**src/rtl/stle_pkg.sv**
```systemverilog
// shared constants and codes for the session table lifecycle engine
`default_nettype none

package stle_pkg;

  // table geometry
  localparam int ENTRIES_DEF = 8;
  localparam int ENTRIES_MAX = 64;

  // configuration register file
  localparam int NREGS  = 8;
  localparam int DATA_W = 32;
  localparam int ADDR_W = 5;

  localparam logic [2:0] REG_STEP      = 3'd0;
  localparam logic [2:0] REG_NEW_TO    = 3'd1;
  localparam logic [2:0] REG_HS_TO     = 3'd2;
  localparam logic [2:0] REG_AUTH_TO   = 3'd3;
  localparam logic [2:0] REG_NAUTH_TO  = 3'd4;
  localparam logic [2:0] REG_MANAGED_TO = 3'd5;
  localparam logic [2:0] REG_EXPIRED_TO = 3'd6;
  localparam logic [2:0] REG_OLD_TO    = 3'd7;

  localparam logic [DATA_W-1:0] CFG_RESET [NREGS] = '{
    32'd100, 32'd1000, 32'd5000, 32'd1000,
    32'd10000, 32'd60000, 32'd10000, 32'd10000
  };

  // operation codes
  localparam logic [2:0] OP_TICK   = 3'd0;
  localparam logic [2:0] OP_MANAGE = 3'd1;
  localparam logic [2:0] OP_OPEN   = 3'd2;
  localparam logic [2:0] OP_HS     = 3'd3;
  localparam logic [2:0] OP_FIND   = 3'd4;

  // session state codes
  localparam logic [3:0] ST_EMPTY   = 4'd0;
  localparam logic [3:0] ST_NEW     = 4'd1;
  localparam logic [3:0] ST_INIT    = 4'd2;
  localparam logic [3:0] ST_AUTH    = 4'd3;
  localparam logic [3:0] ST_NAUTH   = 4'd4;
  localparam logic [3:0] ST_AUTZ    = 4'd5;
  localparam logic [3:0] ST_NAUTZ   = 4'd6;
  localparam logic [3:0] ST_MANAGED = 4'd7;
  localparam logic [3:0] ST_EXPIRED = 4'd8;
  localparam logic [3:0] ST_OLD     = 4'd9;

  // result status codes
  localparam logic [1:0] STAT_OK      = 2'd0;
  localparam logic [1:0] STAT_FULL    = 2'd1;
  localparam logic [1:0] STAT_REFUSED = 2'd2;
  localparam logic [1:0] STAT_NOMATCH = 2'd3;

endpackage

`default_nettype wire

```
**src/rtl/session_table_lifecycle_engine_core.sv**
```systemverilog
// session table lifecycle engine: entry table, scan sequencer and apb register file
// flow: a tick or find scans every entry, manage and remote open scan and then write the
//   allocation, a handshake result visits one entry, an unused opcode goes straight to done
// items: a new item is taken only once the last one is in the result register; the single
//   table read port, visited one entry per cycle by the scan sequencer, sets the pace
// reset: synchronous active-low rst_n restores register defaults and clears the per
//   entry valid bits so every entry reads as empty; there is no clearing pass
`default_nettype none

module session_table_lifecycle_engine_core #(
  parameter int ENTRIES = stle_pkg::ENTRIES_DEF
) (
  input  wire logic                          clk,
  input  wire logic                          rst_n,

  // apb register port
  input  wire logic                          psel,
  input  wire logic                          penable,
  input  wire logic                          pwrite,
  input  wire logic [stle_pkg::ADDR_W-1:0]   paddr,
  input  wire logic [stle_pkg::DATA_W-1:0]   pwdata,
  output logic      [stle_pkg::DATA_W-1:0]   prdata,
  output logic                               pready,

  // input item channel
  input  wire logic                          in_valid,
  output logic                               in_ready,
  input  wire logic [2:0]                    in_opcode,
  input  wire logic [31:0]                   in_peer_id,
  input  wire logic [2:0]                    in_slot,
  input  wire logic                          in_handshake_ok,
  input  wire logic                          in_start_ok,
  input  wire logic [7:0]                    in_start_grant_mask,

  // result item channel
  output logic                               out_valid,
  input  wire logic                          out_ready,
  output logic [1:0]                         out_status,
  output logic [2:0]                         out_entry,
  output logic [31:0]                        out_time_left,
  output logic [7:0]                         out_stop_mask,
  output logic [7:0]                         out_start_request_mask
);

  localparam int IDX_W = (ENTRIES > 1) ? $clog2(ENTRIES) : 1;
  localparam logic [IDX_W-1:0] LAST_IDX = IDX_W'(ENTRIES - 1);

  // sequencer states
  typedef enum logic [3:0] {
    S_IDLE  = 4'b0001,
    S_SCAN  = 4'b0010,
    S_WRITE = 4'b0100,
    S_DONE  = 4'b1000
  } fsm_t;

  // ---------------------------------------------------------------------------
  // configuration registers
  // ---------------------------------------------------------------------------
  logic [stle_pkg::DATA_W-1:0] cfg_r [stle_pkg::NREGS];
  logic                        cfg_we;
  logic [2:0]                  cfg_idx;

  assign pready  = 1'b1;
  assign cfg_idx = paddr[4:2];
  assign cfg_we  = psel & penable & pwrite & pready;
  assign prdata  = cfg_r[cfg_idx];

  always_ff @(posedge clk) begin
    if (!rst_n) begin
      for (int k = 0; k < stle_pkg::NREGS; k++) begin
        cfg_r[k] <= stle_pkg::CFG_RESET[k];
      end
    end else if (cfg_we) begin
      cfg_r[cfg_idx] <= pwdata;
    end
  end

  // ---------------------------------------------------------------------------
  // entry table: one read port with registered data, one write port
  // per-entry valid bits stand in for the all-zero reset contents
  // ---------------------------------------------------------------------------
  logic [3:0]         state_mem [ENTRIES];
  logic [31:0]        peer_mem  [ENTRIES];
  logic [31:0]        time_mem  [ENTRIES];
  logic [ENTRIES-1:0] vld_r;

  logic               rd_en;
  logic [IDX_W-1:0]   rd_addr;
  logic [3:0]         rd_state_r;
  logic [31:0]        rd_peer_r;
  logic [31:0]        rd_time_r;
  logic               rd_vld_r;

  logic               wr_en;
  logic [IDX_W-1:0]   wr_addr;
  logic [3:0]         wr_state;
  logic [31:0]        wr_peer;
  logic [31:0]        wr_time;

  always_ff @(posedge clk) begin
    if (wr_en) begin
      state_mem[wr_addr] <= wr_state;
      peer_mem[wr_addr]  <= wr_peer;
      time_mem[wr_addr]  <= wr_time;
    end
    if (rd_en) begin
      rd_state_r <= state_mem[rd_addr];
      rd_peer_r  <= peer_mem[rd_addr];
      rd_time_r  <= time_mem[rd_addr];
      rd_vld_r   <= vld_r[rd_addr];
    end
  end

  always_ff @(posedge clk) begin
    if (!rst_n) begin
      vld_r <= '0;
    end else if (wr_en) begin
      vld_r[wr_addr] <= 1'b1;
    end
  end

  // never-written entries read as empty with zero peer and timer
  logic [3:0]  rd_st;
  logic [31:0] rd_peer;
  logic [31:0] rd_time;

  assign rd_st   = rd_vld_r ? rd_state_r : stle_pkg::ST_EMPTY;
  assign rd_peer = rd_vld_r ? rd_peer_r  : 32'd0;
  assign rd_time = rd_vld_r ? rd_time_r  : 32'd0;

  // ---------------------------------------------------------------------------
  // sequencer and item registers
  // ---------------------------------------------------------------------------
  fsm_t             fsm_r, fsm_nxt;
  logic [2:0]       op_r, op_nxt;
  logic [31:0]      peer_r, peer_nxt;
  logic             hs_ok_r, hs_ok_nxt;
  logic             start_ok_r, start_ok_nxt;
  logic [7:0]       grant_r, grant_nxt;

  logic [IDX_W-1:0] idx_r, idx_nxt;     // read address of the scan
  logic             iss_r, iss_nxt;     // reads still to issue
  logic             pv_r, pv_nxt;       // read data valid this cycle
  logic [IDX_W-1:0] pidx_r, pidx_nxt;   // entry whose data is in the read register
  logic             plast_r, plast_nxt; // that entry is the last of the scan

  // per-item accumulators
  logic             found_r, found_nxt;
  logic [IDX_W-1:0] fe_r, fe_nxt;
  logic [31:0]      best_r, best_nxt;
  logic [1:0]       status_r, status_nxt;
  logic [2:0]       entry_r, entry_nxt;
  logic [7:0]       stop_r, stop_nxt;
  logic [7:0]       req_r, req_nxt;

  // result register
  logic             out_valid_r, out_valid_nxt;
  logic [1:0]       out_status_r, out_status_nxt;
  logic [2:0]       out_entry_r, out_entry_nxt;
  logic [31:0]      out_time_r, out_time_nxt;
  logic [7:0]       out_stop_r, out_stop_nxt;
  logic [7:0]       out_req_r, out_req_nxt;

  // ---------------------------------------------------------------------------
  // tick transition of one entry: timeout check, then state advance
  // ---------------------------------------------------------------------------
  logic [3:0]  tk_st2;
  logic [31:0] tk_t2;
  logic        tk_clr;
  logic        tk_stop;
  logic        tk_req;
  logic [7:0]  pbit;
  logic        tk_grant;

  assign pbit     = 8'd1 << pidx_r;   // zero for entries past the mask width
  assign tk_grant = (pbit & grant_r) != 8'd0;

  always_comb begin
    logic [3:0]  st1;
    logic [31:0] t1;
    st1     = rd_st;
    t1      = rd_time;
    tk_clr  = 1'b0;
    tk_stop = 1'b0;
    tk_req  = 1'b0;
    if (rd_time == 32'd0) begin
      if (rd_st inside {stle_pkg::ST_NEW, stle_pkg::ST_AUTH, stle_pkg::ST_NAUTH,
                        stle_pkg::ST_AUTZ, stle_pkg::ST_NAUTZ, stle_pkg::ST_EXPIRED}) begin
        st1 = stle_pkg::ST_OLD;
        t1  = cfg_r[stle_pkg::REG_OLD_TO];
      end else if (rd_st == stle_pkg::ST_INIT) begin
        st1     = stle_pkg::ST_NAUTH;
        t1      = cfg_r[stle_pkg::REG_NAUTH_TO];
        tk_stop = 1'b1;
      end else if (rd_st == stle_pkg::ST_MANAGED) begin
        st1 = stle_pkg::ST_EXPIRED;
        t1  = cfg_r[stle_pkg::REG_EXPIRED_TO];
      end else if (rd_st == stle_pkg::ST_OLD) begin
        st1    = stle_pkg::ST_EMPTY;
        t1     = 32'd0;
        tk_clr = 1'b1;
      end
    end
    tk_st2 = st1;
    tk_t2  = t1;
    if (st1 == stle_pkg::ST_NEW) begin
      tk_req = 1'b1;
      if (tk_grant) begin
        tk_st2 = stle_pkg::ST_INIT;
        tk_t2  = cfg_r[stle_pkg::REG_HS_TO];
      end else begin
        tk_st2 = stle_pkg::ST_NAUTH;
        tk_t2  = cfg_r[stle_pkg::REG_NAUTH_TO];
      end
    end else if (st1 == stle_pkg::ST_AUTH) begin
      tk_st2 = stle_pkg::ST_MANAGED;
      tk_t2  = cfg_r[stle_pkg::REG_MANAGED_TO];
    end
  end

  // ---------------------------------------------------------------------------
  // shared subtract unit: timer countdown on tick, best-time compare on find
  // ---------------------------------------------------------------------------
  logic [31:0] sub_a, sub_b;
  logic [32:0] sub_d;
  logic        sub_borrow;

  always_comb begin
    if (op_r == stle_pkg::OP_TICK) begin
      sub_a = tk_t2;
      sub_b = cfg_r[stle_pkg::REG_STEP];
    end else begin
      sub_a = best_r;
      sub_b = rd_time;
    end
  end

  assign sub_d      = {1'b0, sub_a} - {1'b0, sub_b};
  assign sub_borrow = sub_d[32];

  // ---------------------------------------------------------------------------
  // sequencer next state
  // ---------------------------------------------------------------------------
  logic issue;
  logic issue_last;

  assign issue      = (fsm_r == S_SCAN) && iss_r;
  assign issue_last = (op_r == stle_pkg::OP_HS) || (idx_r == LAST_IDX);

  always_comb begin
    fsm_nxt        = fsm_r;
    op_nxt         = op_r;
    peer_nxt       = peer_r;
    hs_ok_nxt      = hs_ok_r;
    start_ok_nxt   = start_ok_r;
    grant_nxt      = grant_r;
    idx_nxt        = idx_r;
    iss_nxt        = iss_r;
    pv_nxt         = 1'b0;
    pidx_nxt       = pidx_r;
    plast_nxt      = 1'b0;
    found_nxt      = found_r;
    fe_nxt         = fe_r;
    best_nxt       = best_r;
    status_nxt     = status_r;
    entry_nxt      = entry_r;
    stop_nxt       = stop_r;
    req_nxt        = req_r;
    out_valid_nxt  = out_valid_r & ~out_ready;
    out_status_nxt = out_status_r;
    out_entry_nxt  = out_entry_r;
    out_time_nxt   = out_time_r;
    out_stop_nxt   = out_stop_r;
    out_req_nxt    = out_req_r;
    in_ready       = 1'b0;
    rd_en          = 1'b0;
    rd_addr        = idx_r;
    wr_en          = 1'b0;
    wr_addr        = pidx_r;
    wr_state       = rd_st;
    wr_peer        = rd_peer;
    wr_time        = rd_time;

    case (fsm_r)
      S_IDLE: begin
        in_ready = 1'b1;
        if (in_valid) begin
          op_nxt       = in_opcode;
          peer_nxt     = in_peer_id;
          hs_ok_nxt    = in_handshake_ok;
          start_ok_nxt = in_start_ok;
          grant_nxt    = in_start_grant_mask;
          found_nxt    = 1'b0;
          fe_nxt       = '0;
          best_nxt     = 32'd0;
          status_nxt   = stle_pkg::STAT_OK;
          entry_nxt    = 3'd0;
          stop_nxt     = 8'd0;
          req_nxt      = 8'd0;
          idx_nxt      = '0;
          iss_nxt      = 1'b1;
          fsm_nxt      = S_SCAN;
          if (in_opcode == stle_pkg::OP_HS) begin
            idx_nxt = IDX_W'(in_slot);
            // a slot past the table has no entry to look at
            if (32'(in_slot) >= ENTRIES) begin
              status_nxt = stle_pkg::STAT_NOMATCH;
              fsm_nxt    = S_DONE;
            end
          end else if (!(in_opcode == stle_pkg::OP_TICK || in_opcode == stle_pkg::OP_MANAGE ||
                         in_opcode == stle_pkg::OP_OPEN || in_opcode == stle_pkg::OP_FIND)) begin
            fsm_nxt = S_DONE;
          end
        end
      end

      S_SCAN: begin
        // read side: one entry per cycle
        if (issue) begin
          rd_en     = 1'b1;
          idx_nxt   = idx_r + 1'b1;
          pv_nxt    = 1'b1;
          pidx_nxt  = idx_r;
          plast_nxt = issue_last;
          if (issue_last) begin
            iss_nxt = 1'b0;
          end
        end
        // process side: the entry read in the previous cycle
        if (pv_r) begin
          case (op_r)
            stle_pkg::OP_TICK: begin
              wr_en    = 1'b1;
              wr_state = tk_st2;
              wr_peer  = tk_clr ? 32'd0 : rd_peer;
              if (tk_st2 == stle_pkg::ST_EMPTY) begin
                wr_time = tk_t2;
              end else begin
                wr_time = sub_borrow ? 32'd0 : sub_d[31:0];
              end
              if (tk_stop) begin
                stop_nxt = stop_r | pbit;
              end
              if (tk_req) begin
                req_nxt = req_r | pbit;
              end
            end
            stle_pkg::OP_MANAGE, stle_pkg::OP_OPEN: begin
              if (rd_st == stle_pkg::ST_EMPTY && !found_r) begin
                found_nxt = 1'b1;
                fe_nxt    = pidx_r;
              end
            end
            stle_pkg::OP_HS: begin
              if (rd_st == stle_pkg::ST_INIT) begin
                wr_en     = 1'b1;
                stop_nxt  = stop_r | pbit;
                entry_nxt = 3'(pidx_r);
                if (hs_ok_r) begin
                  wr_state = stle_pkg::ST_AUTH;
                  wr_time  = cfg_r[stle_pkg::REG_AUTH_TO];
                end else begin
                  wr_state = stle_pkg::ST_NAUTH;
                  wr_time  = cfg_r[stle_pkg::REG_NAUTH_TO];
                end
              end else begin
                status_nxt = stle_pkg::STAT_NOMATCH;
              end
            end
            stle_pkg::OP_FIND: begin
              // strictly larger time wins, so ties keep the lower index
              if (rd_peer == peer_r && rd_st == stle_pkg::ST_MANAGED && sub_borrow) begin
                found_nxt = 1'b1;
                fe_nxt    = pidx_r;
                best_nxt  = rd_time;
              end
            end
            default: begin
            end
          endcase
          if (plast_r) begin
            fsm_nxt = S_DONE;
            if (op_r == stle_pkg::OP_MANAGE || op_r == stle_pkg::OP_OPEN) begin
              if (found_nxt) begin
                fsm_nxt = S_WRITE;
              end else begin
                status_nxt = stle_pkg::STAT_FULL;
              end
            end else if (op_r == stle_pkg::OP_FIND) begin
              if (found_nxt) begin
                entry_nxt = 3'(fe_nxt);
              end else begin
                status_nxt = stle_pkg::STAT_NOMATCH;
              end
            end
          end
        end
      end

      S_WRITE: begin
        // allocate the first empty entry found by the scan
        wr_en     = 1'b1;
        wr_addr   = fe_r;
        wr_peer   = peer_r;
        entry_nxt = 3'(fe_r);
        if (op_r == stle_pkg::OP_MANAGE) begin
          wr_state = stle_pkg::ST_NEW;
          wr_time  = cfg_r[stle_pkg::REG_NEW_TO];
        end else if (start_ok_r) begin
          wr_state = stle_pkg::ST_INIT;
          wr_time  = cfg_r[stle_pkg::REG_HS_TO];
        end else begin
          wr_state   = stle_pkg::ST_NAUTH;
          wr_time    = cfg_r[stle_pkg::REG_NAUTH_TO];
          status_nxt = stle_pkg::STAT_REFUSED;
        end
        fsm_nxt = S_DONE;
      end

      S_DONE: begin
        // hand the item to the result register once it is free
        if (!out_valid_r || out_ready) begin
          out_valid_nxt  = 1'b1;
          out_status_nxt = status_r;
          out_entry_nxt  = entry_r;
          out_time_nxt   = best_r;
          out_stop_nxt   = stop_r;
          out_req_nxt    = req_r;
          fsm_nxt        = S_IDLE;
        end
      end

      default: begin
        fsm_nxt = S_IDLE;
      end
    endcase
  end

  always_ff @(posedge clk) begin
    if (!rst_n) begin
      fsm_r       <= S_IDLE;
      iss_r       <= 1'b0;
      pv_r        <= 1'b0;
      plast_r     <= 1'b0;
      out_valid_r <= 1'b0;
    end else begin
      fsm_r       <= fsm_nxt;
      iss_r       <= iss_nxt;
      pv_r        <= pv_nxt;
      plast_r     <= plast_nxt;
      out_valid_r <= out_valid_nxt;
    end
  end

  always_ff @(posedge clk) begin
    op_r         <= op_nxt;
    peer_r       <= peer_nxt;
    hs_ok_r      <= hs_ok_nxt;
    start_ok_r   <= start_ok_nxt;
    grant_r      <= grant_nxt;
    idx_r        <= idx_nxt;
    pidx_r       <= pidx_nxt;
    found_r      <= found_nxt;
    fe_r         <= fe_nxt;
    best_r       <= best_nxt;
    status_r     <= status_nxt;
    entry_r      <= entry_nxt;
    stop_r       <= stop_nxt;
    req_r        <= req_nxt;
    out_status_r <= out_status_nxt;
    out_entry_r  <= out_entry_nxt;
    out_time_r   <= out_time_nxt;
    out_stop_r   <= out_stop_nxt;
    out_req_r    <= out_req_nxt;
  end

  assign out_valid              = out_valid_r;
  assign out_status             = out_status_r;
  assign out_entry              = out_entry_r;
  assign out_time_left          = out_time_r;
  assign out_stop_mask          = out_stop_r;
  assign out_start_request_mask = out_req_r;

`ifndef SYNTH
  // an accepted item keeps the block busy: input is not taken again in the next cycle
  a_busy_after_accept: assert property (@(posedge clk) disable iff (!rst_n)
    (in_valid && in_ready) |=> !in_ready)
    else $error("input taken again right after accept");

  // table writes only come from the scan or the allocation step
  a_write_window: assert property (@(posedge clk) disable iff (!rst_n)
    wr_en |-> (fsm_r == S_SCAN || fsm_r == S_WRITE))
    else $error("table write outside scan or allocation");

  // read data is only consumed in the cycle after a read was issued
  a_read_pipe: assert property (@(posedge clk) disable iff (!rst_n)
    pv_r |-> $past(rd_en))
    else $error("entry processed without a read");

  // finishing an item always presents a result
  a_done_result: assert property (@(posedge clk) disable iff (!rst_n)
    (fsm_r == S_DONE && (!out_valid_r || out_ready)) |=> out_valid)
    else $error("finished item produced no result");
`endif

endmodule

`default_nettype wire

```
**config.mk**
```make
export PLATFORM = sky130hd
export DESIGN_NAME = session_table_lifecycle_engine_core
export DESIGN_NICKNAME = d
export VERILOG_FILES = /design/src/rtl/stle_pkg.sv /design/src/rtl/session_table_lifecycle_engine_core.sv
export SDC_FILE = /design/constraint.sdc
export NUM_CORES = 2
export LEC_CHECK = 0
export ABC_AREA = 1
export BUFFER_PORTS_ARGS = -buffer_cell sky130_fd_sc_hd__buf_2
export CORE_ASPECT_RATIO = 1.2
export CORE_MARGIN = 2
export CORE_UTILIZATION = 56
export DETAILED_ROUTE_END_ITERATION = 7
export HOLD_SLACK_MARGIN = 0.02
export PLACE_DENSITY = 0.76
export RECOVER_POWER = 50
export REMOVE_ABC_BUFFERS = 1
export SYNTH_ARGS = -nofsm -noshare
export SYNTH_HDL_FRONTEND = slang
export SYNTH_SLANG_ARGS = --single-unit
```
**constraint.sdc**
```tcl
create_clock -name clk -period 6.25 [get_ports clk]
set_input_delay 1.25 -clock clk [delete_from_list [all_inputs] [get_ports clk]]
set_output_delay 1.25 -clock clk [all_outputs]
set_load 0.05 [all_outputs]
```
==> summary.txt <==
Outcome
  • Status: finished, violations left
  • Failing checks: DRC, capacitance limit, slew limit

Logic synthesis
  • Share of the synthesized area in the top cell type: 63.06%
  • Mapped Area: just under 50,000 µm²
  • Post-synthesis sequential area ratio: 63.71%
  • Avg Cell Area, Syn: between 10 and 15 µm²
  • Synth area leaders: edfxtp_1, nor2_1, nand2_1
  • Number of synthesized flops with an enable pin: 1,030
  • Yosys reg bits: 1,046
  • Cell count after synthesis: between 4k and 5k
  • Synth unique cells: 61
  • Synth Flop Type: edfxtp_1
  • Yosys warning total: 0
  • Async S/R FF share, synth: 0%
  • Area leader, netlist: edfxtp_1

Placed design
  • Dpl hpwl: ~100 mm
  • Placed standard-cell area: 51,830 µm²
  • Port Buffers: 176
  • Placer Congestion: 1.020
  • Placed Cells: 6,019

Critical path
  • Critical path's top delay family: simple AND/OR/NAND/NOR gates
  • Required time worst endpoint: 6.55 ns
  • Crit path max-delay cell type: ha_1
  • Startpoint types: register
  • Crit-path most repeated cell: nand2_1
  • WP buf/inv: 5
  • CP Capture Type: register
  • Worst Path Arrival: 6.45 ns
  • CP Max Fanout: 20
  • Crit-path max cell delay: approximately 0.45 ns
  • Worst Path Class, Setup: reg -> reg

Power and ir drop
  • Lkg Pwr: 20.43 nW
  • Switching Share: 32.45%
  • Combinational cell fraction of total power: 24.3%
  • Reg power frac: 43.8%
  • Net Sw Power: 6.299 mW
  • Clock group share of total power: a little under a third
  • Tot Pwr: ~19 mW
  • Pwr per Cell Area: roughly 350 nW/µm²
  • Peak supply drop: 252.2 µV
  • Int Pwr: 13.11 mW

Finish
  • Most frequent cells in the layout: edfxtp_1, nor2_1, nand2_1
  • Fin nets: 5,119
  • Commonest non-fill, non-tap cell in the layout: edfxtp_1
  • Fin area: 54,980 µm²
  • Fill cells: around 7k
  • Final core occ: a little under two thirds
  • Share of cells above drive strength 1: 9.746%
  • Syn-to-layout area delta: 12.09%
  • Final Non-Filler Cells: 6,220

Clocking
  • Cts hold-fix bufs: 0
  • TritonCTS buffer count: 102
  • CTS tree: built
  • CTS max path bufs: 3
  • H-tree levels: 3
  • Clock transition at path regs: 0.06 ns
  • Root buffer cell: clkbuf_16
  • # clock sinks: about 1.0k
  • Skew-Pair Late Insertion Delay: 0.70 ns

Detailed routing
  • First-pass iteration count of the detailed router: 8
  • WL per Instance: 26.29 µm
  • Post-route antenna net violation count: 0
  • Detailed Route WL: ~160 mm
  • Drc violations: 9
  • DR vias: 39.66k
  • Initial drt markers: 5,812
  • Via/cell ratio: 6.377

Timing
  • Final hold vios: 0
  • Crit share post-route: 98.38%
  • Post-route setup TNS: 0 ns
  • Worst rel slew slack: -195.7%
  • Final setup fails: 0
  • Period minus WS final: ~6.1 ns
  • Setup Skew: 0.04281 ns
  • Worst Tran Pin Value: 4.435 ns
  • Slew Viols, Final: 771
  • FMAX: 162.6 MHz

Job
  • MaxCap Viol Count: 26

Floorplan
  • I/O pin count: 180
  • Core box area: 86,520 µm²
  • Die Footprint: 89,980 µm²
  • Initial Util: 56.69%
  • Die width: 274.2 µm
  • Cell Rows: 118
  • Height of the die: 328.2 µm

GRT
  • Total Routing Usage GR: 35.95%
  • Total grt overflow: 0
  • Initial antenna violation count: 5
  • Vias in the first global route: 38.31k
  • Largest net degree at the start of global routing: 185
  • First-pass GRT wire length: 236.9 mm

Min path
  • HP Class: reg -> reg
power by group through the flow:
stage          combinational (mW)  sequential [mW]  clock (mW)
4_1_cts                      4.54             8.48        6.22
6_report                     4.71             8.50        6.20
3_3_place_gp                 4.46             8.61           0
2_1_floorplan                2.71             8.71           0
5_1_grt                      5.02             8.53        6.50
3_5_place_dp                 4.51             8.63           0
worst reg2reg max path: cells and delay by family (launching register included):
kind | cells | cell delay, ns
flip-flops | 1 | 0.42
AO/OA/AOI/OAI | 1 | 0.19
adder cells (fa/ha/maj) | 1 | 0.45
buffers and inverters | 5 | 0.96
AND/OR/NAND/NOR | 27 | 3.73
stage by stage:
| stage | hold WS, ns | setup WS (ns) |
|---|---|---|
| 2_1_floorplan | 0.4208 | -4.687 |
| 3_3_place_gp | 0.4266 | 0.1258 |
| 3_5_place_dp | 0.4319 | 0.06027 |
| 4_1_cts | 0.4464 | 0.01954 |
| 5_1_grt | 0.4577 | -0.008285 |
| 6_report | 0.4478 | 0.1015 |
cell type report:
cell class | instances | area, µm² | area share (%)
Sequential cell | 1046 | 31250 | 56.84
Timing Repair inverter | 1 | 7.507 | 0.01365
Multi-Input combinational cell | 3161 | 15550 | 28.28
Timing Repair Buffer | 339 | 2092 | 3.805
Inverter | 340 | 1291 | 2.349
Antenna cell | 1 | 2.502 | 0.004552
Clock buffer | 124 | 2698 | 4.907
Tap cell | 1140 | 1426 | 2.594
Clock inverter | 68 | 661.9 | 1.204
synthesized netlist by cell type, drive strengths merged, types with 2 or more instances:
master / count
nand3: 149
a22oi: 46
o2111ai: 12
or2: 16
nor4: 4
a221oi: 63
o31ai: 4
a31oi: 73
nand4: 30
nor3: 34
nor2: 939
dfxtp: 16
buf: 57
o221ai: 10
a41oi: 4
o32a: 3
xnor2: 7
a21oi: 138
nand3b: 5
ha: 35
o21bai: 5
edfxtp: 1030
a211oi: 8
clkinv: 8
xor2: 38
o2bb2ai: 4
a21o: 4
clkbuf: 204
o21ai: 532
nand2: 817
o22ai: 135
a21boi: 4
o21a: 5
mux2i: 2
o211ai: 28
inv: 332
per-layer routing:
metal	wire, µm	global-route usage, %	vias to the layer above
li1	-	-	17270
met1	54960	43.95	18540
met2	72780	55.49	2932
met3	21710	9.920	908
met4	13960	25.02	6
met5	79	0	-
repair_timing:
action,CTS,global route
buffers inserted,0,7
hold endpoints to repair,0,0
setup endpoints to repair,0,298
gates resized for setup,0,7
flip-flops by register name (all words and copies together), names as in the netlist, 32 cells and up:
name,flops
state_mem,32
cfg_r,256
rd_peer_r,32
time_mem,256
out_time_left,32
best_r,32
peer_r,32
peer_mem,256
rd_time_r,32
logic make-up after synthesis:
family          share of synthesized area [%]
buf+inv                                 4.862
flops                                   63.71
other cells                          0.007646
simple gates                            16.80
fa+ha+maj                              0.9337
xor+xnor                               0.8036
compound gates                          12.84
mux                                   0.04082
final timing paths:
check / to / from / slack [ns] / depth (start not counted)
setup reg to reg: time_mem[6][26] / rd_vld_r / 0.10 / 34
hold reg to reg: out_start_request_mask[7] / req_r[7] / 0.45 / 0
hold / removal: out_start_request_mask[7] / req_r[7] / 0.45 / 0
setup / recovery: time_mem[6][26] / rd_vld_r / 0.10 / 34
Power figures use the tool's default switching activity.
